$ cat src/hdl/assert_macros.svh
`ifndef ASSERT_MACROS_SVH
`define ASSERT_MACROS_SVH

// condition holds in the same cycle
`define DSW_ASSERT_NOW(label, clk, rst, ante, cons) \
   label: assert property (@(posedge clk) disable iff (rst) (ante) |-> (cons)) \
      else $error("dsw assertion failed");

// condition holds in the following cycle
`define DSW_ASSERT_NEXT(label, clk, rst, ante, cons) \
   label: assert property (@(posedge clk) disable iff (rst) (ante) |=> (cons)) \
      else $error("dsw assertion failed");

`endif

$ cat src/hdl/dsw_pkg.sv
package dsw_pkg;

   localparam int WAYS_W   = 63;
   localparam int FACES_W  = 5;
   localparam int DICE_W   = 5;
   localparam int TARGET_W = 9;
   localparam int TOP_W    = FACES_W + DICE_W;

   localparam int MAX_FACES_DEFAULT = 16;
   localparam int MAX_DICE_DEFAULT  = 16;
   localparam int MAX_SUM_DEFAULT   = 256;

   typedef enum logic [1:0] {
      S_IDLE,
      S_RUN,
      S_DONE
   } state_type;

   typedef struct packed {
      logic shift;
      logic first;
      logic tap_zero;
   } win_ctrl_type;

endpackage

$ cat src/hdl/dsw_cell.sv
module dsw_cell (
   input  logic                        clock,
   input  logic                        shift,
   input  logic [dsw_pkg::WAYS_W-1:0]  d_in,
   output logic [dsw_pkg::WAYS_W-1:0]  d_out
);

   logic [dsw_pkg::WAYS_W-1:0] val_ff;

   always_ff @(posedge clock) begin
      if (shift) begin
         val_ff <= d_in;
      end
   end

   assign d_out = val_ff;

endmodule

$ cat src/hdl/dsw_window.sv
module dsw_window #(
   parameter int MAX_FACES = dsw_pkg::MAX_FACES_DEFAULT,
   localparam int FW = $clog2(MAX_FACES)
) (
   input  logic                        clock,
   input  dsw_pkg::win_ctrl_type       ctrl,
   input  logic [FW-1:0]               tap_sel,
   input  logic [dsw_pkg::WAYS_W-1:0]  data,
   output logic [dsw_pkg::WAYS_W-1:0]  acc_next
);

   logic [dsw_pkg::WAYS_W-1:0] cell_q [MAX_FACES];
   logic [dsw_pkg::WAYS_W-1:0] acc_ff;
   logic [dsw_pkg::WAYS_W-1:0] acc_base;
   logic [dsw_pkg::WAYS_W-1:0] tap_val;

   // previous row entries, newest in cell 0
   for (genvar i = 0; i < MAX_FACES; i++) begin : g_cell
      if (i == 0) begin : g_head
         dsw_cell u_cell (
            .clock (clock),
            .shift (ctrl.shift),
            .d_in  (data),
            .d_out (cell_q[i])
         );
      end else begin : g_body
         dsw_cell u_cell (
            .clock (clock),
            .shift (ctrl.shift),
            .d_in  (cell_q[i-1]),
            .d_out (cell_q[i])
         );
      end
   end

   // entry leaving the window
   assign tap_val  = ctrl.tap_zero ? '0 : cell_q[tap_sel];
   assign acc_base = ctrl.first ? '0 : acc_ff;
   assign acc_next = acc_base + data - tap_val;

   always_ff @(posedge clock) begin
      if (ctrl.shift) begin
         acc_ff <= acc_next;
      end
   end

endmodule

$ cat config.mk
export PLATFORM = sky130hd
export DESIGN_NAME = dsw_window
export DESIGN_NICKNAME = d
export VERILOG_FILES = /design/src/hdl/assert_macros.svh /design/src/hdl/dsw_pkg.sv /design/src/hdl/dsw_cell.sv /design/src/hdl/dsw_window.sv
export SDC_FILE = /design/constraint.sdc
export NUM_CORES = 1
export LEC_CHECK = 0
export BUFFER_PORTS_ARGS = -buffer_cell sky130_fd_sc_hd__buf_2
export CAP_MARGIN = 20
export CORE_ASPECT_RATIO = 0.7
export CORE_MARGIN = 2
export CORE_UTILIZATION = 44
export CTS_CLUSTER_SIZE = 40
export DETAILED_ROUTE_END_ITERATION = 16
export MAX_ROUTING_LAYER = met4
export PLACE_DENSITY = 0.71
export REMOVE_ABC_BUFFERS = 1
export SYNTH_ARGS = -nofsm -noshare
export SYNTH_HDL_FRONTEND = slang
export SYNTH_HIERARCHICAL = 1
export SYNTH_SLANG_ARGS = --single-unit
$ cat constraint.sdc
create_clock -name clock -period 7.2 [get_ports clock]
set_clock_uncertainty 0.2 [all_clocks]
set_input_delay 0.36 -clock clock [delete_from_list [all_inputs] [get_ports clock]]
set_output_delay 0.36 -clock clock [all_outputs]
set_load 0.005 [all_outputs]
* Word-level counts from Yosys, hierarchy flattened
Cells that the tools add are included.
** Operators by class
- Add/sub/neg operators :: 2
- $lt $le $gt $ge :: 1
- Muxes and demuxes :: 5
- Bitwise gates (word level) :: 1
** Operators by type and width (count)
- $bmux 63 s4 :: 1
- $mux 63 :: 4
- $add 63x63->63 :: 1
- $sub 63x63->63 :: 1
- $ge 5x5->1 const B :: 1
- $not 4->5 :: 1
** Storage, ports and cells
- Flip-flop bits (word level) :: 1071
- Input port bits :: 71
- Output and inout port bits :: 63
- Logic and storage cells :: 26

* Depth between registers and ports, before layout
- Word-level depth :: 6
- Mapped depth :: 21

* Modules after synthesis
The synthesis kept the hierarchy.
** Modules (own cells, without submodules)
- dsw_cell :: times used 16, cells an instance 63, area each 1891.8 um2, seq. area each 1891.8 um2
- dsw_window :: times used 1, cells an instance 1354, area each 15702.6 um2, seq. area each 1891.8 um2

* Least setup slack after synthesis
OpenSTA, ideal clock, no wires.
- Path kind :: input port to output port
- Start :: input tap_sel[0]
- End :: output acc_next[62] in the netlist's numbering
- Data arrival time :: 5458 ps
- Path slack :: 1182 ps
- Cell stages on the path :: 21
- Path buffers :: 3
- Cells stage by stage :: buf_2 -> buf_1 -> buf_2 -> mux4_2 -> mux4_2 -> nor2b_1 -> ha_1 -> inv_1 -> ha_1 -> inv_1 -> fa_1 -> nor2b_4 -> o31a_4 -> o311a_4 -> o21ai_1 -> a2111oi_2 -> o21ai_2 -> a211oi_2 -> nor3_1 -> o41ai_2 -> xnor2_1
** Between the ends
- Cells in the longest elaborated chain, start to end :: 6
** Ends and longest elaborated chain
- start, declared :: RTL line dsw_window.sv:7 : input logic [FW-1:0] tap_sel,
- $not 4->5 (implied by the code) :: RTL line dsw_window.sv:37 : assign tap_val = ctrl.tap_zero ? '0 : cell_q[tap_sel];
- $bmux 63 s4 :: RTL line dsw_window.sv:37
- $mux 63 (implied by the code) (2 in series) :: RTL line dsw_window.sv:37
- $mux 63 :: RTL line dsw_window.sv:37
- $sub 63x63->63 :: RTL line dsw_window.sv:39 : assign acc_next = acc_base + data - tap_val;
- end, declared :: RTL line dsw_window.sv:9 : output logic [dsw_pkg::WAYS_W-1:0] acc_next
Every way passes these cells. The select of a mux whose other input is x is not followed.

* Worst setup path in the final report
- Start :: register g_cell[9].g_body.u_cell.val_ff, in the netlist g_cell[9].g_body.u_cell/d_out[0]
- End :: output acc_next[62] in the netlist's numbering
** Between the ends
- Cells in the longest elaborated chain, start to end :: 5
** Ends and longest elaborated chain
- start, declared :: RTL line dsw_cell.sv:8 : logic [dsw_pkg::WAYS_W-1:0] val_ff;
- start signal, assigned :: RTL line dsw_cell.sv:12 : val_ff <= d_in;
- $bmux 63 s4 :: RTL line dsw_window.sv:37
- $mux 63 (implied by the code) (2 in series) :: RTL line dsw_window.sv:37
- $mux 63 :: RTL line dsw_window.sv:37
- $sub 63x63->63 :: RTL line dsw_window.sv:39
Every way passes these cells. The select of a mux whose other input is x is not followed.

==> metrics <==
Sink Count=1071; initial antenna violation count=5; most frequent cells in the layout=edfxtp_1 (1071), mux4_2 (315), inv_1 (176); num rows=99; drt wl/cell=22.9 um; synthesized area=46000 um^2; Power Dens Cells=342 nW/um^2; CTS tree=yes; Final Setup Violations=0; post-route total power=18.0 mW; Num CTS Buffers=102; Pleak=18.5 nW; slew at the pin closest to its max-slew limit=1160 ps; # port buffers=133; hold crit path type=in2reg; Final Util=50.6%; dpl hpwl=59400 um; max-cap violations=0; Core Area=104000 um^2; Die Span X=390 um; Post-CTS Setup Bufs=0; share of layout cells above drive strength 1=25.0%; DR vias=22.9k; yosys warns=6; Iter 0 DRT Violations=2571; Setup TNS Final=0 ps; Via density=5.65; drt drc=0; H-tree levels=3; fraction of registers with async set/reset=0%; Top FF cell, synth=edfxtp_1; # hold bufs at CTS=63; fmax=151 MHz; Mapped Cells=2362; Filler cells=8141; Clock Path Buffers=3; Fin. Hold Viols=0; Max Slew Vio Count=0; post-synth top area cell=edfxtp_1; global placer's final weighted congestion=0.920; CTS root buffer=clkbuf_16; first-pass GRT wire length=145000 um; most common cell after layout, fill and taps aside=edfxtp_1; Area Overhead vs Synth=14.4%; switch share=29.8%; Avg Inst Size Synth=19.5 um^2; Worst Path Max Fanout=3; internal power=12.6 mW; GRT Util Overall=18.1%; vias in the first global route=23.4k; Pre-antenna DRT Iters=6; CP Launch Type=flop; sequential area share after synthesis=70.0%; number of flops mapped to enable cells by yosys=1071; Worst-path clk slew=60 ps; maximum VDD drop=0.226 mV; antenna viol nets, final=0; Distinct cells, synth=70; Crit path required time=6640 ps; FF+latch count, synth=1071; Die ar.=107000 um^2; Clk pwr share=30.8%; period utilisation layout=92.0%; crit path time final=6630 ps; post-CTS resize count=0; unrepaired setup endpoints after global routing=false; critical path capture point type=output pin; I/O pin count=134; Synth area leaders=edfxtp_1 (70%), mux4_2 (15%), fa_1 (2.7%); Starting Density=44.2%; sequential power share=43.7%; Yosys top cell area share=70.0%; # nets final=2798; total grt overflow=0; chip height=274 um; Routed WL=92800 um; outcome=finished clean; WP data arrival=6070 ps; Slew HR=22.5%; Logic pwr share=25.6%; worst skew pair latency=680 ps; Switch Pwr=5.35 mW; pin count of the biggest net entering global routing=200; CP Class=reg2out
state kept, by name, summed over array words and instances (netlist names):
| name | flops |
|---|---|
| g_cell.g_head.u_cell/d_out | 63 |
| acc_ff | 63 |
| g_cell.g_body.u_cell/d_out | 945 |
logic make-up after synthesis:
kind of cell               share of synthesized area, %
DFF                                                70.0
muxes                                              15.4
xor gates and xnor gates                           1.16
buffers and inverters                              2.40
adders and majority gates                          4.41
and+or+nand+nor                                    3.46
AOI/OAI and AO/OA                                  3.17
metrics by stage:
stage          setup WS (ps)  hold slack [ps]  instance area [um^2]  instances
4_1_cts                  477             19.1                 52600       4051
3_5_place_dp             629              227                 48500       3798
3_3_place_gp             764              224                 48500       3798
5_1_grt                  322             32.1                 52600       4054
6_report                 574             26.9                 52600       4054
2_1_floorplan           2310              221                 45500       2252
worst paths after layout:
check                                               from                                          end  slack [ps]  depth (start not counted)
max           g_cell[9].g_body.u_cell/d_out[0]$_DFFE_PP_                                 acc_next[62]         570                         19
min                                              ctrl[2]  g_cell[8].g_body.u_cell/d_out[43]$_DFFE_PP_          30                          1
max reg2reg   g_cell[9].g_body.u_cell/d_out[0]$_DFFE_PP_                         acc_ff[62]$_DFFE_PP_        1540                         18
min reg2reg  g_cell[7].g_body.u_cell/d_out[55]$_DFFE_PP_  g_cell[8].g_body.u_cell/d_out[55]$_DFFE_PP_         240                          0
worst max-delay path: stages, from the launching register on:
cell,delay (ps)
edfxtp_1,410
mux4_2,470
mux4_2,490
nor2b_1,160
ha_1,310
inv_1,60
ha_1,160
inv_1,60
fa_1,490
nor2b_4,150
o31a_4,150
o311a_4,200
o21ai_1,120
a2111oi_2,510
o21ai_2,190
a211oi_2,390
nor3_1,200
o41ai_2,510
xnor2_1,190
buf_2,150
power by group through the flow:
stage	sequential (mW)	combinational, mW	clock [mW]
after floorplan	7.86	2.70	0
after global placement	7.94	4.50	0
after detailed placement	7.97	4.53	0
after CTS	7.85	4.60	5.65
after global routing	7.90	5.02	5.88
final	7.85	4.59	5.53
final cells by class:
class                           count  area, um^2  share of cell area, %
Multi-Input combinational cell   1004       12700                   24.2
Inverter                          177         664                   1.26
Timing Repair Buffer              246        1920                   3.65
Tap cell                         1363        1710                   3.24
Clock inverter                     73         796                   1.51
Antenna cell                        3        7.51                 0.0143
Clock buffer                      117        2630                   5.00
Sequential cell                  1071       32200                   61.2
routing by layer:
metal,share of wire (%),GRT usage (%),vias up
met1,45,26.5,12088
li1,-,-,9905
met3,6.0,3.56,150
met2,46,25.9,767
met5,0,-,-
met4,2.5,4.92,0
cell usage after synthesis (all sizes together) (21+ instances only):
cell type  number
nor2b          71
inv           177
nand4          22
nand2b         69
edfxtp       1071
buf            34
ha             63
xor2           21
o21ai          47
xnor2          40
nor2           41
mux4          315
a21oi          70
clkbuf         76
fa             62
nand2          54
a21o           23
(Power assumes the default switching activity.)
